==> src/tci_pkg.sv <==
// Shared types and constants for the table cubic interpolator.
package tci_pkg;

  localparam int unsigned TableDepthDefault = 256;
  localparam int unsigned Stencil           = 4;
  localparam int unsigned DataW             = 32;
  localparam int unsigned LenW              = 9;

  // Configuration register indexes.
  localparam logic [0:0] CfgTableLength = 1'b0;
  localparam logic [0:0] CfgThreshold   = 1'b1;

  // Input word kinds.
  localparam logic KindLoad  = 1'b0;
  localparam logic KindQuery = 1'b1;

  // Result status codes.
  localparam logic [1:0] StatusOk        = 2'd0;
  localparam logic [1:0] StatusNoSegment = 2'd1;
  localparam logic [1:0] StatusShort     = 2'd2;

  localparam logic [LenW-1:0]  LenReset       = 9'd4;
  localparam logic [DataW-1:0] ThresholdReset = 32'h0200_0000;

  // Request handed to the Neville step unit.
  typedef struct packed {
    logic signed [DataW-1:0] a;
    logic signed [DataW-1:0] b;
    logic signed [DataW-1:0] xi;
    logic signed [DataW-1:0] xj;
    logic signed [DataW-1:0] q;
  } nev_req_t;

endpackage

==> src/tci_nev.sv <==
// Multi-cycle Neville step: b + round((q-xj)(a-b)/(xi-xj)), saturated.
module tci_nev (
  input  logic              clk_i,
  input  logic              rst_ni,
  input  logic              start_i,
  input  tci_pkg::nev_req_t req_i,
  output logic              done_o,
  output logic signed [31:0] res_o
);
  import tci_pkg::*;

  typedef enum logic [1:0] {NIdle, NMul, NDiv, NFin} nstate_e;

  nstate_e            state_q;
  logic signed [32:0] d_q, u_q, w_q;
  logic signed [31:0] a_q, b_q;
  logic [63:0]        prod_q;
  logic [32:0]        dm_q;
  logic [65:0]        num_q;   // dividend shift register
  logic [33:0]        rem_q;
  logic [65:0]        quo_q;
  logic [6:0]         cnt_q;
  logic               neg_q;

  logic [32:0] um, wm, dm;
  logic [34:0] trial;
  logic signed [35:0] sum;   // b +/- quotient, quotient up to 2^34
  logic [33:0] rem_sh;

  assign um = u_q[32] ? 33'(-u_q) : 33'(u_q);
  assign wm = w_q[32] ? 33'(-w_q) : 33'(w_q);
  assign dm = d_q[32] ? 33'(-d_q) : 33'(d_q);
  assign rem_sh = {rem_q[32:0], num_q[65]};
  assign trial = {1'b0, rem_sh} - {2'b0, dm_q};
  assign sum = neg_q ? 36'(b_q) - 36'(quo_q[34:0]) : 36'(b_q) + 36'(quo_q[34:0]);

  always_ff @(posedge clk_i or negedge rst_ni) begin
    if (!rst_ni) begin
      state_q <= NIdle;
      done_o  <= 1'b0;
    end else begin
      done_o <= 1'b0;
      case (state_q)
        NIdle: begin
          if (start_i) begin
            d_q <= 33'(req_i.xi) - 33'(req_i.xj);
            u_q <= 33'(req_i.q) - 33'(req_i.xj);
            w_q <= 33'(req_i.a) - 33'(req_i.b);
            a_q <= req_i.a;
            b_q <= req_i.b;
            state_q <= NMul;
          end
        end
        NMul: begin
          if (d_q == '0) begin
            res_o <= a_q; done_o <= 1'b1; state_q <= NIdle;
          end else if (u_q == '0 || w_q == '0) begin
            res_o <= b_q; done_o <= 1'b1; state_q <= NIdle;
          end else begin
            neg_q  <= (u_q[32] ^ w_q[32]) ^ d_q[32];
            prod_q <= 64'(um * wm);
            dm_q   <= dm;
            num_q  <= '0;
            cnt_q  <= '0;
            state_q <= NDiv;
          end
        end
        NDiv: begin
          if (cnt_q == '0 && num_q == '0) begin
            num_q <= {1'b0, 65'(prod_q) + 65'(dm_q >> 1)};
            rem_q <= '0;
            quo_q <= '0;
            cnt_q <= 7'd1;
          end else begin
            if (!trial[34]) begin
              rem_q <= trial[33:0];
              quo_q <= {quo_q[64:0], 1'b1};
            end else begin
              rem_q <= rem_sh;
              quo_q <= {quo_q[64:0], 1'b0};
            end
            num_q <= {num_q[64:0], 1'b0};
            cnt_q <= cnt_q + 7'd1;
            if (cnt_q == 7'd66) state_q <= NFin;
          end
        end
        NFin: begin
          if (quo_q > 66'(64'h4_0000_0000)) begin
            res_o <= neg_q ? 32'sh8000_0000 : 32'sh7fff_ffff;
          end else if (sum > 36'sh0_7fff_ffff) begin
            res_o <= 32'sh7fff_ffff;
          end else if (sum < -36'sh0_8000_0000) begin
            res_o <= 32'sh8000_0000;
          end else begin
            res_o <= sum[31:0];
          end
          done_o  <= 1'b1;
          state_q <= NIdle;
        end
        default: state_q <= NIdle;
      endcase
    end
  end
endmodule

==> config.mk <==
export PLATFORM = sky130hd
export DESIGN_NAME = tci_nev
export DESIGN_NICKNAME = d
export VERILOG_FILES = /design/src/tci_pkg.sv /design/src/tci_nev.sv
export SDC_FILE = /design/constraint.sdc
export NUM_CORES = 2
export LEC_CHECK = 0
export BUFFER_PORTS_ARGS = -buffer_cell sky130_fd_sc_hd__buf_4
export CORE_MARGIN = 8
export CORE_UTILIZATION = 55
export CTS_CLUSTER_SIZE = 14
export DETAILED_ROUTE_END_ITERATION = 10
export PLACE_DENSITY = 0.79
export SLEW_MARGIN = 20
export SYNTH_ARGS = -nofsm -noshare
export SYNTH_HDL_FRONTEND = slang
export SYNTH_SLANG_ARGS = --single-unit
export TNS_END_PERCENT = 20
==> constraint.sdc <==
create_clock -name clk_i -period 15.6 [get_ports clk_i]
set_input_delay 1.56 -clock clk_i [delete_from_list [all_inputs] [get_ports clk_i]]
set_output_delay 1.56 -clock clk_i [all_outputs]
set_load 0.005 [all_outputs]
==> summary.md <==
| Metric | Value |
|---|---|
| Layout cell share with drive strength beyond 1 | `0.0778` |
| Sum Neg Setup Slack | `0 ns` |
| IO Port Bufs | `195` |
| CTS clk-pin slew, worst paths | `0.06 ns` |
| Net Count, Synth | `8552` |
| DR DRC count | `0` |
| Storage element area | `0.0140 mm^2` |
| CP peak stage delay | `0.85 ns` |
| Vias in the first global route | `53900` |
| Drt wl/cell | `23.4 um` |
| CTS H-tree lvls | `2` |
| Post-DP HPWL | `158000 um` |
| Final Critical Period | `12.29 ns` |
| Reg2Reg Setup Slack | `3.31 ns` |
| Status | `completed` |
| Worst Setup End Kind | `flop` |
| Initial Utilization | `0.555` |
| Fin. max-slew vios | `0` |
| Crit path arrival time | `12.65 ns` |
| Core Box Area | `0.116 mm^2` |
| Gpl congestion | `1.09` |
| RSZ-0062 raised after global routing | `false` |
| Critical path's slowest cell | `o31ai_1` |
| Antenna violation net count after detailed routing | `0` |
| Pre-antenna DRT Iters | `6` |
| Final Hold Viols | `0` |
| Post-CTS Hold Buffers | `0` |
| Layout Skew | `0.0448 ns` |
| CP most frequent cell | `fa_1` |
| # rows | `125` |
| Drt initial violations | `5193` |
| Setup violators final | `0` |
| Yosys warning count | `0` |
| First-pass GRT wire length | `309000 um` |
| Multi-input gate area | `0.0457 mm^2` |
| Clock sink count | `468` |
| Cts repair resizes | `0` |
| Slew headroom | `0.211` |
| Area grow syn2layout | `8.91%` |
| Grt total ovfl | `0` |
| Crit path kind | `flop to flop` |
| Hold WC Path Type | `flop to flop` |
| Seq/Total Area, Yosys | `0.218` |
| Die Width | `358 um` |
| Worst Path Required | `15.96 ns` |
| EDFF count, synth | `465` |
| Async SR Flop Fraction | `0.00641` |
| Post-synth cell types | `89` |
| Total GRT Usage | `0.314` |
| Final nets | `8676` |
| Cell area after synthesis | `0.0645 mm^2` |
| Final wirelength | `202000 um` |
| Initial antenna violation count | `9` |
| Synthesized instance count | `6972` |
| Deepest clock path buffer count | `3` |
| CP max FO | `12` |
| Via count | `52200` |
| Vias/cell | `6.02` |
| Achievable Freq | `0.0813 GHz` |
| Clock insertion delay at the later pin of the skew report | `0.65 ns` |
| I/O pins | `196` |
| CTS tree | `built` |
| CP Launch Type | `flop` |
| Tcrit/Tclk final | `0.788` |
| Slew @ Worst Pin | `1.18 ns` |
| Num CTS Buffers | `52` |
| Total Die Area | `0.129 mm^2` |
| #FFs+latches synth | `468` |
| Syn Area/Cell | `9.25 um^2` |
| Fillers | `9646` |
| Pin count of the biggest net entering global routing | `164` |
| MaxCap Viol Count | `0` |
| Top_reg_cell synth | `edfxtp_1` |
| Die height | `358 um` |
| Root Driver | `clkbuf_16` |
| Post-CTS Repair Setup Buffers | `0` |
==> final timing paths <==
check,start,endpoint,cells after the start
setup / recovery,u_q[2],prod_q[61],33
hold / removal,d_q[0],dm_q[0],0
setup reg to reg,u_q[2],prod_q[61],33
hold reg to reg,d_q[0],dm_q[0],0
max in group asynchronous,rst_ni,state_q[0],1
min in group asynchronous,rst_ni,done_o,1
==> flip-flops by register name, summed over array words and instances, names as in the netlist, named ones only <==
signal and count:
w_q 33, neg_q 1, cnt_q 7, rem_q 33, state_q 1, dm_q 33
prod_q 64, done_o 1, a_q 32, res_o 32, num_q 66, b_q 32
u_q 33, quo_q 66, d_q 33
==> worst max-delay path, delay by kind of cell, from the launching register on <==
| family | cells | cell delay (ns) |
|---|---|---|
| buffers and inverters | 5 | 0.49 |
| AND/OR/NAND/NOR | 4 | 0.99 |
| AO/OA/AOI/OAI | 13 | 5.14 |
| XOR/XNOR | 2 | 0.41 |
| flip-flops | 1 | 0.49 |
| adder cells (fa/ha/maj) | 9 | 4.50 |
==> cell usage after synthesis, drive strengths merged (32+ instances only) <==
cell / number / area [um^2]
a21oi: 299 / 1500
nor3: 85 / 425
o21a: 56 / 420
fa: 963 / 19300
edfxtp: 465 / 14000
inv: 1186 / 4450
nand4: 49 / 307
and2: 90 / 563
nand3: 81 / 405
or3: 36 / 225
nand2: 800 / 3000
and3: 48 / 300
xor2: 110 / 963
a21o: 101 / 758
o21ai: 200 / 1000
nor2b: 45 / 282
clkbuf: 241 / 905
nor4: 47 / 307
a31oi: 40 / 250
ha: 454 / 5680
a211oi: 40 / 300
xnor2: 292 / 2560
mux2i: 32 / 320
nor2: 831 / 3150
nand2b: 42 / 263
==> layer usage <==
layer  GRT usage  wire length, um  share of wire  vias up
li1            -                -              -    22700
met1       0.394            73400           0.36    25800
met2       0.495            91500           0.45     3011
met5           0               27        0.00013        -
met4       0.178            14100          0.070        4
met3      0.0811            23500           0.12      695
==> cell families (layout without fill, tap and decap cells) <==
| family | after synthesis | after routing | share of synthesized area |
|---|---|---|---|
| buf+inv | 1451 | 1616 | 0.0850 |
| fa+ha+maj | 1417 | 1417 | 0.387 |
| simple gates | 2219 | 2219 | 0.151 |
| flops | 468 | 468 | 0.218 |
| mux | 63 | 63 | 0.0104 |
| other cells | 0 | 6 | 0 |
| compound gates | 952 | 952 | 0.0945 |
| xor+xnor | 402 | 402 | 0.0546 |
==> area by class of cell <==
cell class | instances | share of cell area
diodes | 6 | 0.000214
clock buffers | 59 | 0.0192
clock inverters | 36 | 0.00401
inverters | 1187 | 0.0634
multi-input cells | 5053 | 0.650
flip-flops and latches | 468 | 0.200
well taps | 1524 | 0.0271
repair buffers | 334 | 0.0362
==> through the flow <==
| stage | area (um^2) | util | worst slack (ns) | instances | hold slack [ns] |
|---|---|---|---|---|---|
| floorplan | 64500 | - | 2.14 | 6972 | 0.477 |
| global placement | 68600 | 0.590 | 3.90 | 8565 | 0.496 |
| detailed placement | 68600 | 0.590 | 3.64 | 8565 | 0.504 |
| CTS | 70200 | 0.604 | 3.55 | 8660 | 0.521 |
| global route | 70200 | 0.604 | 2.97 | 8661 | 0.544 |
| finish | 70300 | 0.605 | 3.31 | 8667 | 0.520 |
==> cells in the final DEF (no fill, tap or decap), types with 56 or more instances in the layout <==
cell	n
ha_1	453
xnor2_1	262
nor3_1	83
o21ai_0	193
buf_4	332
nand2_1	800
edfxtp_1	465
xor2_1	89
nor2_1	819
fa_1	963
and2_1	88
o21a_1	56
a21o_1	101
a21oi_1	297
inv_1	1186
nand3_1	80
Power is left out: the tool's default activity adds up to more than one toggle a clock period on the data nets, which glitch-free logic cannot reach.
